### src/rtl/core/eusa_pkg.sv
package eusa_pkg;

    // field widths
    localparam int ID_W     = 11;
    localparam int POS_W    = 16;
    localparam int BYTE_W   = 8;
    localparam int TURN_W   = 32;
    localparam int CONT_W   = 32;
    localparam int SPEED_W  = 17;
    localparam int DIFF_W   = SPEED_W + 1;

    // APB
    localparam int APB_DW   = 32;
    localparam int APB_AW   = 5;
    localparam int NUM_IDS  = 4;
    localparam int NUM_CH   = 2;

    // frame decimation
    localparam int DECIMATE    = 10;
    localparam int COUNT_LIMIT = 10000;
    localparam int DEC_LIMIT   = COUNT_LIMIT / DECIMATE;
    localparam int ONES_W      = $clog2(DECIMATE);
    localparam int DEC_W       = $clog2(DEC_LIMIT + 1);

    // unwrap
    localparam int JUMP_LIMIT = 7500;
    localparam int TURN_SPAN  = 8192;
    localparam int TURN_SHIFT = $clog2(TURN_SPAN);

    // speed history, depth must be a power of two (mean is a shift)
    localparam int HIST_DEPTH = 8;
    localparam int HIST_SHIFT = $clog2(HIST_DEPTH);
    localparam int IDX_W      = (HIST_DEPTH > 1) ? $clog2(HIST_DEPTH) : 1;
    localparam int SUM_W      = SPEED_W + HIST_SHIFT + 1;

    // reset values of the identifier registers
    localparam logic [ID_W-1:0] ID_RST [NUM_IDS] = '{11'h201, 11'h202, 11'h203, 11'h204};

    typedef enum logic [2:0] {
        REG_ID_CH0_PRI = 3'd0,
        REG_ID_CH1_PRI = 3'd1,
        REG_ID_CH0_SEC = 3'd2,
        REG_ID_CH1_SEC = 3'd3,
        REG_BIAS_CH0   = 3'd4,
        REG_BIAS_CH1   = 3'd5
    } reg_idx_t;

    typedef struct packed {
        logic [NUM_IDS-1:0][ID_W-1:0]  id;
        logic [NUM_CH-1:0][POS_W-1:0]  bias;
    } cfg_t;

    typedef struct packed {
        logic [BYTE_W-1:0] data_low;
        logic [BYTE_W-1:0] data_high;
        logic [ID_W-1:0]   frame_id;
    } frame_t;

    typedef struct packed {
        logic                      channel;
        logic signed [SPEED_W-1:0] speed_filtered;
        logic signed [SPEED_W-1:0] speed_raw;
        logic signed [CONT_W-1:0]  continuous_position;
        logic signed [TURN_W-1:0]  turn_count;
        logic [POS_W-1:0]          raw_position;
    } result_t;

endpackage

### src/rtl/core/eusa_cfg.sv
module eusa_cfg (
    input  logic                          aclk,
    input  logic                          aresetn,
    input  logic                          psel,
    input  logic                          penable,
    input  logic                          pwrite,
    input  logic [eusa_pkg::APB_AW-1:0]   paddr,
    input  logic [eusa_pkg::APB_DW-1:0]   pwdata,
    output logic [eusa_pkg::APB_DW-1:0]   prdata,
    output logic                          pready,
    output eusa_pkg::cfg_t                cfg
);

    eusa_pkg::cfg_t   cfg_reg;
    eusa_pkg::reg_idx_t idx;
    logic             wr;

    assign pready = 1'b1;
    assign idx    = eusa_pkg::reg_idx_t'(paddr[eusa_pkg::APB_AW-1:2]);
    assign wr     = psel & penable & pwrite;
    assign cfg    = cfg_reg;

    always_ff @(posedge aclk) begin
        if (!aresetn) begin
            for (int i = 0; i < eusa_pkg::NUM_IDS; i++) begin
                cfg_reg.id[i] <= eusa_pkg::ID_RST[i];
            end
            cfg_reg.bias <= '0;
        end else if (wr) begin
            unique case (idx)
                eusa_pkg::REG_ID_CH0_PRI: cfg_reg.id[0] <= pwdata[eusa_pkg::ID_W-1:0];
                eusa_pkg::REG_ID_CH1_PRI: cfg_reg.id[1] <= pwdata[eusa_pkg::ID_W-1:0];
                eusa_pkg::REG_ID_CH0_SEC: cfg_reg.id[2] <= pwdata[eusa_pkg::ID_W-1:0];
                eusa_pkg::REG_ID_CH1_SEC: cfg_reg.id[3] <= pwdata[eusa_pkg::ID_W-1:0];
                eusa_pkg::REG_BIAS_CH0:   cfg_reg.bias[0] <= pwdata[eusa_pkg::POS_W-1:0];
                eusa_pkg::REG_BIAS_CH1:   cfg_reg.bias[1] <= pwdata[eusa_pkg::POS_W-1:0];
                default: ;  // unmapped, ignored
            endcase
        end
    end

    always_comb begin
        prdata = '0;
        unique case (idx)
            eusa_pkg::REG_ID_CH0_PRI: prdata[eusa_pkg::ID_W-1:0] = cfg_reg.id[0];
            eusa_pkg::REG_ID_CH1_PRI: prdata[eusa_pkg::ID_W-1:0] = cfg_reg.id[1];
            eusa_pkg::REG_ID_CH0_SEC: prdata[eusa_pkg::ID_W-1:0] = cfg_reg.id[2];
            eusa_pkg::REG_ID_CH1_SEC: prdata[eusa_pkg::ID_W-1:0] = cfg_reg.id[3];
            eusa_pkg::REG_BIAS_CH0:   prdata[eusa_pkg::POS_W-1:0] = cfg_reg.bias[0];
            eusa_pkg::REG_BIAS_CH1:   prdata[eusa_pkg::POS_W-1:0] = cfg_reg.bias[1];
            default: prdata = '0;
        endcase
    end

endmodule

### src/rtl/core/eusa_calc.sv
module eusa_calc (
    input  logic                aclk,
    input  logic                aresetn,
    input  logic                go,
    input  eusa_pkg::frame_t    frame,
    input  eusa_pkg::cfg_t      cfg,
    output logic                hit,
    output eusa_pkg::result_t   res
);

    // per identifier: ones digit and decade count of the frame counter
    logic [eusa_pkg::ONES_W-1:0] ones_reg [eusa_pkg::NUM_IDS];
    logic [eusa_pkg::DEC_W-1:0]  dec_reg  [eusa_pkg::NUM_IDS];

    // per channel state
    logic [eusa_pkg::POS_W-1:0]         prev_reg  [eusa_pkg::NUM_CH];
    logic signed [eusa_pkg::TURN_W-1:0] turns_reg [eusa_pkg::NUM_CH];
    logic [eusa_pkg::IDX_W-1:0]         idx_reg   [eusa_pkg::NUM_CH];
    logic signed [eusa_pkg::SUM_W-1:0]  sum_reg   [eusa_pkg::NUM_CH];
    logic signed [eusa_pkg::SPEED_W-1:0] hist_reg [eusa_pkg::NUM_CH][eusa_pkg::HIST_DEPTH];

    logic                               match;
    logic [1:0]                         slot;
    logic                               ch;
    logic                               tenth;
    logic [eusa_pkg::POS_W-1:0]         pos;
    logic signed [eusa_pkg::DIFF_W-1:0] diff;
    logic signed [eusa_pkg::DIFF_W-1:0] speed_w;
    logic signed [eusa_pkg::SPEED_W-1:0] speed;
    logic signed [eusa_pkg::TURN_W-1:0] turns_next;
    logic [eusa_pkg::CONT_W-1:0]        cont;
    logic signed [eusa_pkg::SPEED_W-1:0] old_speed;
    logic signed [eusa_pkg::SUM_W-1:0]  sum_next;
    logic signed [eusa_pkg::SUM_W-1:0]  sum_adj;
    logic signed [eusa_pkg::SUM_W-1:0]  mean_w;
    logic [eusa_pkg::IDX_W-1:0]         idx_next;

    // first match wins: primary 0, primary 1, secondary 0, secondary 1
    always_comb begin
        match = 1'b0;
        slot  = 2'd0;
        for (int i = eusa_pkg::NUM_IDS - 1; i >= 0; i--) begin
            if (cfg.id[i] == frame.frame_id) begin
                match = 1'b1;
                slot  = 2'(i);
            end
        end
    end

    assign ch    = slot[0];
    assign tenth = (ones_reg[slot] == eusa_pkg::ONES_W'(eusa_pkg::DECIMATE - 1));
    assign hit   = match & tenth;
    assign pos   = {frame.data_high, frame.data_low};

    always_comb begin
        diff = $signed({2'b00, pos}) - $signed({2'b00, prev_reg[ch]});
        if (diff < -eusa_pkg::DIFF_W'(eusa_pkg::JUMP_LIMIT)) begin
            turns_next = turns_reg[ch] + 32'sd1;
            speed_w    = diff + eusa_pkg::DIFF_W'(eusa_pkg::TURN_SPAN);
        end else if (diff > eusa_pkg::DIFF_W'(eusa_pkg::JUMP_LIMIT)) begin
            turns_next = turns_reg[ch] - 32'sd1;
            speed_w    = diff - eusa_pkg::DIFF_W'(eusa_pkg::TURN_SPAN);
        end else begin
            turns_next = turns_reg[ch];
            speed_w    = diff;
        end
        speed = speed_w[eusa_pkg::SPEED_W-1:0];

        cont = {16'b0, pos} - {16'b0, cfg.bias[ch]}
             + (eusa_pkg::CONT_W'(turns_next) << eusa_pkg::TURN_SHIFT);

        // running sum over the history ring
        old_speed = hist_reg[ch][idx_reg[ch]];
        sum_next  = sum_reg[ch] - eusa_pkg::SUM_W'(old_speed) + eusa_pkg::SUM_W'(speed);
        // divide by depth, rounding toward zero
        sum_adj   = sum_next[eusa_pkg::SUM_W-1]
                  ? sum_next + eusa_pkg::SUM_W'(eusa_pkg::HIST_DEPTH - 1) : sum_next;
        mean_w    = sum_adj >>> eusa_pkg::HIST_SHIFT;

        if (idx_reg[ch] == eusa_pkg::IDX_W'(eusa_pkg::HIST_DEPTH - 1)) begin
            idx_next = '0;
        end else begin
            idx_next = idx_reg[ch] + 1'b1;
        end
    end

    always_comb begin
        res.channel             = ch;
        res.raw_position        = pos;
        res.turn_count          = turns_next;
        res.continuous_position = $signed(cont);
        res.speed_raw           = speed;
        res.speed_filtered      = mean_w[eusa_pkg::SPEED_W-1:0];
    end

    always_ff @(posedge aclk) begin
        if (!aresetn) begin
            for (int i = 0; i < eusa_pkg::NUM_IDS; i++) begin
                ones_reg[i] <= '0;
                dec_reg[i]  <= '0;
            end
            for (int c = 0; c < eusa_pkg::NUM_CH; c++) begin
                prev_reg[c]  <= '0;
                turns_reg[c] <= '0;
                idx_reg[c]   <= '0;
                sum_reg[c]   <= '0;
                for (int k = 0; k < eusa_pkg::HIST_DEPTH; k++) begin
                    hist_reg[c][k] <= '0;
                end
            end
        end else if (go && match) begin
            if (tenth) begin
                ones_reg[slot] <= '0;
                if (dec_reg[slot] == eusa_pkg::DEC_W'(eusa_pkg::DEC_LIMIT - 1)) begin
                    dec_reg[slot] <= '0;
                end else begin
                    dec_reg[slot] <= dec_reg[slot] + 1'b1;
                end
                prev_reg[ch]              <= pos;
                turns_reg[ch]             <= turns_next;
                hist_reg[ch][idx_reg[ch]] <= speed;
                sum_reg[ch]               <= sum_next;
                idx_reg[ch]               <= idx_next;
            end else begin
                ones_reg[slot] <= ones_reg[slot] + 1'b1;
            end
        end
    end

endmodule

### src/rtl/core/encoder_unwrap_speed_average.sv
// A word accepted at the slave side passes through the input register and then the result
// register before it appears at the master side.
// Throughput: one word per cycle while m_tready does not stall the output; the per-channel
// running sum lets each frame finish in a single pass through the update logic.
// Frames that match no identifier, or are not a tenth frame, yield no output word.
// Reset (aresetn low, synchronous): counters, positions, turns and history cleared.
module encoder_unwrap_speed_average (
    input  logic                          aclk,
    input  logic                          aresetn,

    // input words
    input  logic                          s_tvalid,
    output logic                          s_tready,
    input  logic [31:0]                   s_tdata,   // frame_id[10:0], data_high[18:11],
                                                     // data_low[26:19], zero pad
    // result words
    output logic                          m_tvalid,
    input  logic                          m_tready,
    output logic [119:0]                  m_tdata,   // raw_position[15:0], turn_count[47:16],
                                                     // continuous_position[79:48],
                                                     // speed_raw[96:80],
                                                     // speed_filtered[113:97], zero pad
    output logic                          m_tuser,   // channel

    // register port
    input  logic                          psel,
    input  logic                          penable,
    input  logic                          pwrite,
    input  logic [eusa_pkg::APB_AW-1:0]   paddr,
    input  logic [eusa_pkg::APB_DW-1:0]   pwdata,
    output logic [eusa_pkg::APB_DW-1:0]   prdata,
    output logic                          pready
);

    eusa_pkg::cfg_t    cfg;
    eusa_pkg::frame_t  in_reg;
    logic              in_v_reg;
    eusa_pkg::result_t out_reg;
    logic              out_v_reg;
    eusa_pkg::result_t res;
    logic              hit;
    logic              adv;
    logic              go;

    // the output stage can take a new result when empty or being drained
    assign adv      = !out_v_reg | m_tready;
    assign s_tready = !in_v_reg | adv;
    assign go       = in_v_reg & adv;

    eusa_cfg u_cfg (
        .aclk    (aclk),
        .aresetn (aresetn),
        .psel    (psel),
        .penable (penable),
        .pwrite  (pwrite),
        .paddr   (paddr),
        .pwdata  (pwdata),
        .prdata  (prdata),
        .pready  (pready),
        .cfg     (cfg)
    );

    // frame matching, decimation, unwrap and averaging, all in one pass
    eusa_calc u_calc (
        .aclk    (aclk),
        .aresetn (aresetn),
        .go      (go),
        .frame   (in_reg),
        .cfg     (cfg),
        .hit     (hit),
        .res     (res)
    );

    // input register
    always_ff @(posedge aclk) begin
        if (!aresetn) begin
            in_v_reg <= 1'b0;
        end else if (s_tvalid && s_tready) begin
            in_v_reg <= 1'b1;
        end else if (adv) begin
            in_v_reg <= 1'b0;
        end
    end

    always_ff @(posedge aclk) begin
        if (s_tvalid && s_tready) begin
            in_reg <= s_tdata[26:0];
        end
    end

    // result register
    always_ff @(posedge aclk) begin
        if (!aresetn) begin
            out_v_reg <= 1'b0;
        end else if (adv) begin
            out_v_reg <= go & hit;
        end
    end

    always_ff @(posedge aclk) begin
        if (go && hit) begin
            out_reg <= res;
        end
    end

    assign m_tvalid = out_v_reg;
    assign m_tuser  = out_reg.channel;
    assign m_tdata  = {6'b0, out_reg.speed_filtered, out_reg.speed_raw,
                       out_reg.continuous_position, out_reg.turn_count,
                       out_reg.raw_position};

endmodule
### config.mk
export PLATFORM = sky130hd
export DESIGN_NAME = encoder_unwrap_speed_average
export DESIGN_NICKNAME = d
export VERILOG_FILES = /design/src/rtl/core/eusa_pkg.sv /design/src/rtl/core/eusa_cfg.sv /design/src/rtl/core/eusa_calc.sv /design/src/rtl/core/encoder_unwrap_speed_average.sv
export SDC_FILE = /design/constraint.sdc
export NUM_CORES = 1
export LEC_CHECK = 0
export CORE_MARGIN = 4
export CORE_UTILIZATION = 40
export DETAILED_ROUTE_END_ITERATION = 16
export DONT_BUFFER_PORTS = 1
export SYNTH_ARGS = -nofsm -noshare
export SYNTH_HDL_FRONTEND = slang
export SYNTH_HIERARCHICAL = 1
export SYNTH_SLANG_ARGS = --single-unit
### constraint.sdc
create_clock -name aclk -period 11.75 [get_ports aclk]
set_clock_uncertainty 0.05 [all_clocks]
set_input_delay 1.175 -clock aclk [delete_from_list [all_inputs] [get_ports aclk]]
set_output_delay 1.175 -clock aclk [all_outputs]
set_load 0.005 [all_outputs]
==> results of run 1 <==
## final cells by class
class	instances	area, sq um
clock buffers	94	1990
multi-input cells	2022	13600
clock inverters	34	303
well taps	1070	1340
inverters	96	364
repair buffers	61	470
flip-flops and latches	652	18800
fillers	7524	45800
## synth_stat cells (18+ instances only)
| cell | number | share of area |
|---|---|---|
| sky130_fd_sc_hd__fa_1 | 20 | 0.012 |
| sky130_fd_sc_hd__nand3_1 | 36 | 0.0054 |
| sky130_fd_sc_hd__nor2b_1 | 39 | 0.0073 |
| sky130_fd_sc_hd__or3_1 | 30 | 0.0056 |
| sky130_fd_sc_hd__clkbuf_1 | 74 | 0.0083 |
| sky130_fd_sc_hd__edfxtp_1 | 574 | 0.51 |
| sky130_fd_sc_hd__buf_4 | 42 | 0.0094 |
| sky130_fd_sc_hd__a21oi_1 | 114 | 0.017 |
| sky130_fd_sc_hd__buf_2 | 44 | 0.0066 |
| sky130_fd_sc_hd__xor2_1 | 72 | 0.019 |
| sky130_fd_sc_hd__o22ai_1 | 32 | 0.0060 |
| sky130_fd_sc_hd__mux2i_1 | 247 | 0.074 |
| sky130_fd_sc_hd__dfxtp_1 | 78 | 0.047 |
| sky130_fd_sc_hd__a211oi_1 | 27 | 0.0060 |
| sky130_fd_sc_hd__and3_1 | 37 | 0.0069 |
| sky130_fd_sc_hd__nand2b_1 | 18 | 0.0034 |
| sky130_fd_sc_hd__nand2_1 | 303 | 0.034 |
| sky130_fd_sc_hd__o21a_1 | 31 | 0.0069 |
| sky130_fd_sc_hd__nor2_1 | 376 | 0.042 |
| sky130_fd_sc_hd__a22oi_1 | 19 | 0.0043 |
| sky130_fd_sc_hd__inv_1 | 89 | 0.010 |
| sky130_fd_sc_hd__and2_1 | 29 | 0.0054 |
| sky130_fd_sc_hd__ha_1 | 84 | 0.031 |
| sky130_fd_sc_hd__xnor2_1 | 92 | 0.024 |
| sky130_fd_sc_hd__nor3_1 | 55 | 0.0082 |
| sky130_fd_sc_hd__o21ai_0 | 52 | 0.0078 |
| sky130_fd_sc_hd__mux2_2 | 22 | 0.0074 |
| sky130_fd_sc_hd__nor4_1 | 39 | 0.0073 |
## placed cells by master, fill, tap and decap left out, types with 19 or more instances in the layout
master / netlist / final
sky130_fd_sc_hd__ha_1: 84 / 84
sky130_fd_sc_hd__nand2_1: 303 / 300
sky130_fd_sc_hd__xnor2_1: 92 / 92
sky130_fd_sc_hd__o21a_1: 31 / 31
sky130_fd_sc_hd__mux2_2: 22 / 22
sky130_fd_sc_hd__dfxtp_1: 78 / 78
sky130_fd_sc_hd__buf_4: 42 / 60
sky130_fd_sc_hd__nor4_1: 39 / 39
sky130_fd_sc_hd__a211oi_1: 27 / 27
sky130_fd_sc_hd__nor3_1: 55 / 55
sky130_fd_sc_hd__o22ai_1: 32 / 32
sky130_fd_sc_hd__mux2i_1: 247 / 247
sky130_fd_sc_hd__fa_1: 20 / 20
sky130_fd_sc_hd__nor2_1: 376 / 374
sky130_fd_sc_hd__and3_1: 37 / 37
sky130_fd_sc_hd__clkbuf_16: 0 / 77
sky130_fd_sc_hd__a21oi_1: 114 / 114
sky130_fd_sc_hd__nor2b_1: 39 / 39
sky130_fd_sc_hd__xor2_1: 72 / 72
sky130_fd_sc_hd__nand3_1: 36 / 36
sky130_fd_sc_hd__inv_1: 89 / 88
sky130_fd_sc_hd__and2_1: 29 / 29
sky130_fd_sc_hd__or3_1: 30 / 30
sky130_fd_sc_hd__edfxtp_1: 574 / 574
sky130_fd_sc_hd__o21ai_0: 52 / 52
sky130_fd_sc_hd__a22oi_1: 19 / 19
sky130_fd_sc_hd__conb_1: 3 / 23
## routing by layer
metal	part of all wire	track usage	vias up
met3	0.067	0.0331	172
met2	0.48	0.347	852
li1	-	-	10500
met1	0.42	0.263	11263
met5	0	0	-
met4	0.032	0.0710	0
## power breakdown
| part | total (W) | switching, W | internal, W |
|---|---|---|---|
| logic | 0.000991 | 0.000651 | 0.000341 |
| registers | 0.00264 | 0.0000314 | 0.00261 |
| clock network | 0.00221 | 0.000910 | 0.00130 |
## worst reg2reg max path: cells and delay by family (launching register included)
kind,cells,cell delay [ps]
flops,1,490
buf+inv,4,1060
compound gates,13,3340
fa+ha+maj,3,1170
simple gates,10,3410
mux,1,280
xor+xnor,3,900
## cell families (layout without fill, tap and decap cells)
family | count (synthesis) | count (layout) | share of synthesized area
compound gates | 408 | 408 | 0.0824
xor+xnor | 166 | 166 | 0.0440
fa+ha+maj | 104 | 104 | 0.0433
buf+inv | 273 | 285 | 0.0376
flops | 652 | 652 | 0.561
mux | 284 | 284 | 0.0862
other cells | 3 | 23 | 0.000336
simple gates | 1037 | 1037 | 0.145
## final timing paths
| check | slack, ps | cells past startpoint | start | to |
|---|---|---|---|---|
| worst max-delay path | 870 | 34 | in_reg[10]$_DFFE_PP_ | m_tdata[112]$_DFFE_PP_ |
| worst min-delay path | 420 | 2 | u_cfg/cfg[17]$_SDFFE_PN0P_ | u_cfg/cfg[17]$_SDFFE_PN0P_ |
| worst max register to register | 870 | 34 | in_reg[10]$_DFFE_PP_ | m_tdata[112]$_DFFE_PP_ |
| worst min register to register | 420 | 2 | u_cfg/cfg[17]$_SDFFE_PN0P_ | u_cfg/cfg[17]$_SDFFE_PN0P_ |
## stage by stage
stage	hold slack (ps)	power, W
final	425	0.00584
after global routing	443	0.00609
after CTS	423	0.00589
after detailed placement	408	0.00367
after global placement	404	0.00364
after floorplan	393	0.00337
==> run metrics, run 1 <==
Clock Tree Root sky130_fd_sc_hd__clkbuf_16; Die Outline Area 0.0885 sq mm; Final HPWL DP 62.3 mm; first-pass GRT wire length 140 mm; residual antenna-violating net count after detailed routing 0; total number of clock tree sinks 652; clock buffers created by TritonCTS 73; Finished Layout Cells 4029; required time of the critical path 12150 ps; per-instance average area after synthesis 11.5 sq um; post-placement worst setup slack 1030 ps; number of pins with negative max-slew slack in the final report 0; pin count of the biggest net entering global routing 116; final-layout setup total negative slack 0 ps; share of the clock period used by the worst path after layout 0.926; relative slew slack 0.174; run status finished, final reports clean; die height 297 um; Fmax 91.9 MHz; #FFs+latches synth 652; Inserted Diodes 0; H-tree lvl count 3; async set-reset flop share out of synthesis 0; Setup Buffers After CTS 0; Post-synth top flop sky130_fd_sc_hd__edfxtp_1; number of ports placed on the die boundary 232; Max IR drop VDD 0.125 mV; count of unresolved DRC violations after routing 0; placed instance area 0.0346 sq mm; fin crit period 10880 ps; number of hold-repair buffers added at the cts stage 0; number of nets in the layout 3086; relative area change from synthesis to final layout 9.95%; number of DRC markers in iteration 0 1894; global route overflow 0; total via count after detailed routing 22787; Synth warnings 6; unrepaired setup endpoints after global routing false; Resized Gates After CTS 0; library cell appearing most often on the critical path sky130_fd_sc_hd__or3_1; clock tree from TritonCTS yes; std cell rows 105; routed length per instance 23.1 um; maxcap violations 0; final core utilization 0.446; largest fanout on the critical path 44; clock latency reported for the late side of the worst-skew pair 610 ps; Clock transition at path regs 60 ps; instance count of the mapped netlist 2927; post-layout worst setup margin 872 ps; P per Cell Area 159 mW/mm^2; critical path's top delay family simple AND/OR/NAND/NOR gates; initial antenna violation count 0; vias in the first global route 22786; WS Path Type flip-flop to flip-flop; weighted congestion reported at the end of routability-driven placement 0.889; total global-route track usage 0.203; proportion of synthesized chip area in sequential cells 0.561; cell area after technology mapping 0.0335 sq mm; Die W 297 um; worst path buffer plus inverter count 4; total wirelength of the detailed-routed design 92.9 mm; iteration count of the initial detailed-routing pass 6; Starting Density 0.406; count of final setup violators 0; capturing element type of the critical path flip-flop; distinct cell type count after synthesis 101; data arrival time of the critical path 11270 ps; count of endpoints failing hold in the final timing report 0; mean number of vias per cell 5.66; number of port buffers 0; startpoint type of the worst setup path flip-flop; slowest cell on the critical path sky130_fd_sc_hd__a2111oi_0; number of synthesized flops with an enable pin 574; type of the worst min-delay path flip-flop to flip-flop; slew at the pin closest to its max-slew limit 1230 ps; Cells after DPL 3901; delay of the slowest critical-path stage 720 ps; total leakage power 14.3 nW; number of flip-flops under the largest register name 272; area inside the core boundary 0.0826 sq mm; post-route standard cell area excluding fillers 0.0369 sq mm; proportion of layout cells with a drive suffix above 1 0.0825; buffer depth of the longest clock path 3
Power figures use the tool's default switching activity.
==> inputs of run 2 (changes only) <==
--- a/config.mk
+++ b/config.mk
@@ -5,10 +5,13 @@
 export SDC_FILE = /design/constraint.sdc
 export NUM_CORES = 1
 export LEC_CHECK = 0
+export CELL_PAD_IN_SITES_DETAIL_PLACEMENT = 0
+export CELL_PAD_IN_SITES_GLOBAL_PLACEMENT = 1
 export CORE_MARGIN = 4
-export CORE_UTILIZATION = 40
+export CORE_UTILIZATION = 52
 export DETAILED_ROUTE_END_ITERATION = 16
 export DONT_BUFFER_PORTS = 1
+export PLACE_DENSITY_LB_ADDON = 0.1
 export SYNTH_ARGS = -nofsm -noshare
 export SYNTH_HDL_FRONTEND = slang
 export SYNTH_HIERARCHICAL = 1
==> constraint.sdc (replaced) <==
create_clock -name aclk -period 12.08 [get_ports aclk]
set_clock_uncertainty 0.05 [all_clocks]
set_input_delay 1.208 -clock aclk [delete_from_list [all_inputs] [get_ports aclk]]
set_output_delay 1.208 -clock aclk [all_outputs]
set_load 0.005 [all_outputs]
==> run 2 against run 1 <==
Non-clock buffer count is 4 higher. Worst setup slack better by 260 ps. Largest cell class unchanged. Final cell count down 5.4%. Routed wire length fell by 0.96%.
==> run metrics, run 2 (synthesized netlist as in run 1, its figures left out) <==
maxcap violations 0 (unchanged); proportion of power drawn by flip-flops and latches 0.445 (-0.007); required time of the critical path 12380 ps (+230 ps); total leakage power 14.4 nW (+0.62%); global route overflow 0 (unchanged); delay of the slowest critical-path stage 720 ps (about the same); clock latency reported for the late side of the worst-skew pair 610 ps (about the same); critical path's top delay family simple AND/OR/NAND/NOR gates; unrepaired setup endpoints after global routing false; mean number of vias per cell 6.00 (+6.1%); slowest cell on the critical path sky130_fd_sc_hd__a2111oi_0; Setup Buffers After CTS 0 (unchanged); number of port buffers 0 (unchanged); iteration count of the initial detailed-routing pass 7 (+1); startpoint type of the worst setup path flip-flop; Internal Dissipation 0.00422 W (-0.78%); fraction of power consumed by combinational cells 0.165 (-0.005); number of DRC markers in iteration 0 2170 (+15%); commonest non-fill, non-tap cells in the layout sky130_fd_sc_hd__edfxtp_1, sky130_fd_sc_hd__nor2_1, sky130_fd_sc_hd__nand2_1, sky130_fd_sc_hd__mux2i_1, sky130_fd_sc_hd__a21oi_1; die height 262 um (-12%); H-tree lvl count 3 (unchanged); Die Outline Area 0.0686 sq mm (-22%); capturing element type of the critical path flip-flop; proportion of layout cells with a drive suffix above 1 0.0887 (+0.00624); total wirelength of the detailed-routed design 92.0 mm (-0.96%); residual antenna-violating net count after detailed routing 0 (unchanged); worst path buffer plus inverter count 6 (+2); total met3 wirelength after detailed routing 7.76 mm (+25%); clock tree from TritonCTS yes; total global-route track usage 0.266 (+0.0622); Switching Share 0.267 (-0.00482); WS Path Type flip-flop to flip-flop; Cells after DPL 3681 (-5.6%); number of hold-repair buffers added at the cts stage 0 (unchanged); total via count after detailed routing 22877 (+0.39%); pin count of the biggest net entering global routing 116 (unchanged); met2 WL post-DR 44.1 mm (-2.2%); slew at the pin closest to its max-slew limit 1210 ps (-14.3 ps); data arrival time of the critical path 11250 ps (-20 ps); count of unresolved DRC violations after routing 0 (unchanged); first-pass GRT wire length 137 mm (-1.8%); area inside the core boundary 0.0634 sq mm (-23%); share of the clock period used by the worst path after layout 0.906 (-0.0194); Starting Density 0.529 (+0.123); Fmax 91.3 MHz (-0.65%); relative slew slack 0.183 (+0.00964); buffer depth of the longest clock path 3 (unchanged); run status finished, final reports clean; switching pwr 0.00154 W (-3.2%); Clock transition at path regs 60 ps (about the same); total number of clock tree sinks 652 (unchanged); largest fanout on the critical path 43 (-2.3%); clock buffers created by TritonCTS 72 (-1.4%); Finished Layout Cells 3813 (-5.4%); fin crit period 10950 ps (+71.2 ps); final-layout setup total negative slack 0 ps (unchanged); type of the worst min-delay path flip-flop to flip-flop; vias in the first global route 22565 (-0.97%); Resized Gates After CTS 0 (unchanged); number of ports placed on the die boundary 232 (unchanged); Max IR drop VDD 0.113 mV (-9.6%); most common library cell in the layout ignoring fill and taps sky130_fd_sc_hd__edfxtp_1; weighted congestion reported at the end of routability-driven placement 0.914 (+2.8%); share of total power in the clock network 0.390 (+0.011); P per Cell Area 157 mW/mm^2 (-1.2%); library cell appearing most often on the critical path sky130_fd_sc_hd__buf_4; Highest Signal Layer met5; number of flip-flops under the largest register name 272 (unchanged); relative area change from synthesis to final layout 9.70%; count of final setup violators 0 (unchanged); count of endpoints failing hold in the final timing report 0 (unchanged); Die W 262 um (-12%); initial antenna violation count 2 (+2); wire length on met1 38.0 mm (-1.7%); number of pins with negative max-slew slack in the final report 0 (unchanged); Clock Tree Root sky130_fd_sc_hd__clkbuf_16; std cell rows 92 (-12%); number of nets in the layout 3089 (+0.097%); Final HPWL DP 60.8 mm (-2.4%); routed length per instance 24.1 um (+4.7%)
==> run 2: changes by cell type in the layout (fill, tap and decap cells not counted), moves of 4 or more <==
cell and change:
sky130_fd_sc_hd__clkbuf_1 -7, sky130_fd_sc_hd__a21oi_4 +5, sky130_fd_sc_hd__a21oi_1 -5, sky130_fd_sc_hd__clkinv_2 +4, sky130_fd_sc_hd__bufinv_16 +5, sky130_fd_sc_hd__buf_4 +5
==> run 2: cell type report <==
cell class                      count  area (sq um)
Fill cell                        5217         26600
Inverter                           96           367
Multi-Input combinational cell   2022         13700
Clock inverter                     43           468
Tap cell                          846          1060
Sequential cell                   652         18800
Timing Repair Buffer               65           488
Clock buffer                       87          1930
Antenna cell                        2          5.00
==> run 2: final timing paths <==
kind / startpoint / to / slack [ps] / depth (start not counted)
max reg2reg: in_reg[1]$_DFFE_PP_ / m_tdata[113]$_DFFE_PP_ / 1130 / 36
min reg2reg: in_reg[19]$_DFFE_PP_ / m_tdata[0]$_DFFE_PP_ / 410 / 0
max: in_reg[1]$_DFFE_PP_ / m_tdata[113]$_DFFE_PP_ / 1130 / 36
min: in_reg[19]$_DFFE_PP_ / m_tdata[0]$_DFFE_PP_ / 410 / 0
==> run 2: routing by layer <==
layer | vias to the layer above | global-route usage
met2 | 896 | 0.443
met1 | 11319 | 0.356
met3 | 138 | 0.0554
met5 | - | 0
met4 | 2 | 0.0738
li1 | 10522 | -
==> run 2: stage by stage <==
stage | power [W] | hold slack (ps) | area (sq um) | util | setup slack, ps
after global routing | 0.00600 | 429 | 36800 | 0.580 | 285
after CTS | 0.00580 | 422 | 36800 | 0.580 | 1070
after floorplan | 0.00328 | 393 | 33600 | - | 2510
final | 0.00576 | 412 | 36800 | 0.580 | 1130
after global placement | 0.00354 | 388 | 34400 | 0.542 | 1350
after detailed placement | 0.00355 | 414 | 34400 | 0.542 | 1090
==> run 2: power by group through the flow <==
stage / sequential (W) / combinational [W] / clock [W]
final: 0.00257 / 0.000949 / 0.00225
after global routing: 0.00257 / 0.00104 / 0.00238
after CTS: 0.00257 / 0.000945 / 0.00228
after detailed placement: 0.00261 / 0.000936 / 0
after global placement: 0.00261 / 0.000924 / 0
after floorplan: 0.00260 / 0.000678 / 0
==> inputs of run 3 (changes only) <==
==> constraint.sdc (replaced) <==
create_clock -name aclk -period 12.08 [get_ports aclk]
set_clock_uncertainty 0.05 [all_clocks]
set_input_delay 0.604 -clock aclk [delete_from_list [all_inputs] [get_ports aclk]]
set_output_delay 0.604 -clock aclk [all_outputs]
set_load 0.005 [all_outputs]
==> run 3 against run 2 <==
Count of clock-buffer cells in the layout increased by 4. Core utilization decreased by 0.22 points. Sequential cell count unchanged. Clock power decreased by 6%. Hold slack got worse by 370 ps. Routed wire length increased by 0.19%.
==> run metrics, run 3 (synthesized netlist as in run 1, its figures left out) <==
slowest cell on the critical path sky130_fd_sc_hd__a2111oi_0; run status finished, final reports clean; Clock Tree Root sky130_fd_sc_hd__clkbuf_16; post-layout worst setup margin 953 ps (-178 ps); pin count of the biggest net entering global routing 116 (unchanged); Resized Gates After CTS 0 (unchanged); library cell appearing most often on the critical path sky130_fd_sc_hd__buf_4; area inside the core boundary 0.0634 sq mm (unchanged); std cell rows 92 (unchanged); proportion of layout cells with a drive suffix above 1 0.0860 (-0.00270); filler instances 5299 (+1.6%); P per Cell Area 153 mW/mm^2 (-2.0%); FF/Latch Area 0.0188 sq mm (unchanged); number of ports placed on the die boundary 232 (unchanged); Starting Density 0.529 (unchanged); buffer depth of the longest clock path 3 (unchanged); clock latency reported for the late side of the worst-skew pair 620 ps (about the same); total global-route track usage 0.265 (-0.000385); commonest non-fill, non-tap cells in the layout sky130_fd_sc_hd__edfxtp_1, sky130_fd_sc_hd__nor2_1, sky130_fd_sc_hd__nand2_1, sky130_fd_sc_hd__mux2i_1, sky130_fd_sc_hd__a21oi_1; total via count after detailed routing 23066 (+0.83%); global route overflow 0 (unchanged); residual antenna-violating net count after detailed routing 0 (unchanged); number of port buffers 0 (unchanged); maxcap violations 0 (unchanged); type of the worst min-delay path primary input to flip-flop; capturing element type of the critical path flip-flop; Die W 262 um (unchanged); met1 GRT Util 0.364 (+0.00816); share of the clock period used by the worst path after layout 0.921 (+0.0147); data arrival time of the critical path 11430 ps (+180 ps); total wirelength of the detailed-routed design 92.2 mm (+0.19%); Clock transition at path regs 60 ps (about the same); die height 262 um (unchanged); largest fanout on the critical path 52 (+21%); startpoint type of the worst setup path flip-flop; WS Path Type flip-flop to flip-flop; clock tree from TritonCTS yes; routed length per instance 24.2 um (+0.25%); slew at the pin closest to its max-slew limit 1240 ps (+30.2 ps); clock buffers created by TritonCTS 72 (unchanged); placed instance area 0.0344 sq mm (about the same); iteration count of the initial detailed-routing pass 6 (-1); weighted congestion reported at the end of routability-driven placement 0.888 (-2.8%); final core utilization 0.578 (-0.00225); total leakage power 14.3 nW (-0.74%); final-layout setup total negative slack 0 ps (unchanged); post-route standard cell area excluding fillers 0.0366 sq mm (-0.39%); delay of the slowest critical-path stage 760 ps (+40 ps); count of final setup violators 0 (unchanged); initial antenna violation count 0 (-2); Inserted Diodes 0 (-2); relative area change from synthesis to final layout 9.28%; required time of the critical path 12380 ps (about the same); number of flip-flops under the largest register name 272 (unchanged); number of pins with negative max-slew slack in the final report 0 (unchanged); H-tree lvl count 3 (unchanged); Top Usage Layer GRT met2; Die Outline Area 0.0686 sq mm (unchanged); Fmax 89.9 MHz (-1.6%); vias in the first global route 22650 (+0.38%); met3 Resource Use GR 0.0422 (-0.0132); unrepaired setup endpoints after global routing false; number of nets in the layout 3089 (unchanged); number of DRC markers in iteration 0 2010 (-7.4%); Max IR drop VDD 0.119 mV (+5.1%); count of endpoints failing hold in the final timing report 0 (unchanged); most common library cell in the layout ignoring fill and taps sky130_fd_sc_hd__edfxtp_1; hold_ws 36.7 ps (-375 ps); post-placement worst setup slack 1030 ps (-58.0 ps); relative slew slack 0.163 (-0.0204); first-pass GRT wire length 138 mm (+0.49%); global routing met2 resource utilization 0.441 (-0.00233); total number of clock tree sinks 652 (unchanged); Final HPWL DP 60.4 mm (-0.78%); fin crit period 11130 ps (+178 ps); area of the multi-input gates 0.0136 sq mm (-0.11%); mean number of vias per cell 6.05 (+0.88%); count of unresolved DRC violations after routing 0 (unchanged)
run 3: cell types whose count changed in the layout (fill, tap and decap cells not counted), sizes merged:
cell,before,now
bufinv,10,3
diode,2,0
buf,65,61
clkbuf,87,91
clkinvlp,0,7
clkinv,30,26
dlygate4sd3,0,4
run 3: path summary, 6_finish.rpt:
check / start / endpoint / slack [ps] / cells after the start
min reg2reg: in_reg[19]$_DFFE_PP_ / m_tdata[0]$_DFFE_PP_ / 390 / 0
min: s_tdata[6] / in_reg[6]$_DFFE_PP_ / 40 / 0
max: in_reg[1]$_DFFE_PP_ / m_tdata[113]$_DFFE_PP_ / 950 / 35
max reg2reg: in_reg[1]$_DFFE_PP_ / m_tdata[113]$_DFFE_PP_ / 950 / 35
run 3: per-stage QoR:
step | std cells | power (W)
final | 3811 | 0.00562
after global routing | 3811 | 0.00585
after global placement | 3677 | 0.00354
after detailed placement | 3677 | 0.00355
after CTS | 3811 | 0.00566
after floorplan | 2947 | 0.00328
run 3: layout make-up:
class / instances / share of cell area
Sequential cell: 652 / 0.513
Inverter: 96 / 0.0100
Timing Repair Buffer: 65 / 0.0143
Tap cell: 846 / 0.0289
Clock inverter: 39 / 0.00891
Multi-Input combinational cell: 2022 / 0.373
Clock buffer: 91 / 0.0523
run 3: report_power, final:
| part | switching [W] | internal (W) |
|---|---|---|
| Combinational | 0.000616 | 0.000332 |
| Sequential | 0.0000305 | 0.00254 |
| Clock | 0.000911 | 0.00120 |
| Total | 0.00156 | 0.00406 |
run 3: metal layers:
metal | vias up | share of wire
met3 | 180 | 0.067
met4 | 0 | 0.028
met2 | 884 | 0.48
li1 | 10516 | -
met5 | - | 0
met1 | 11486 | 0.42
run 3: critical path: cells and delay by family (launching register included):
family          cells  cell delay [ps]
fa+ha+maj           3             1160
simple gates       10             3350
mux                 1              240
xor+xnor            4              950
flops               1              490
compound gates     12             3290
buf+inv             5             1280
run 3: timing repair:
action / CTS / global route
setup endpoints to repair: 0 / 0
setup buffers: 0 / 0
hold endpoints to repair: 4 / 0
hold buffers: 4 / 0
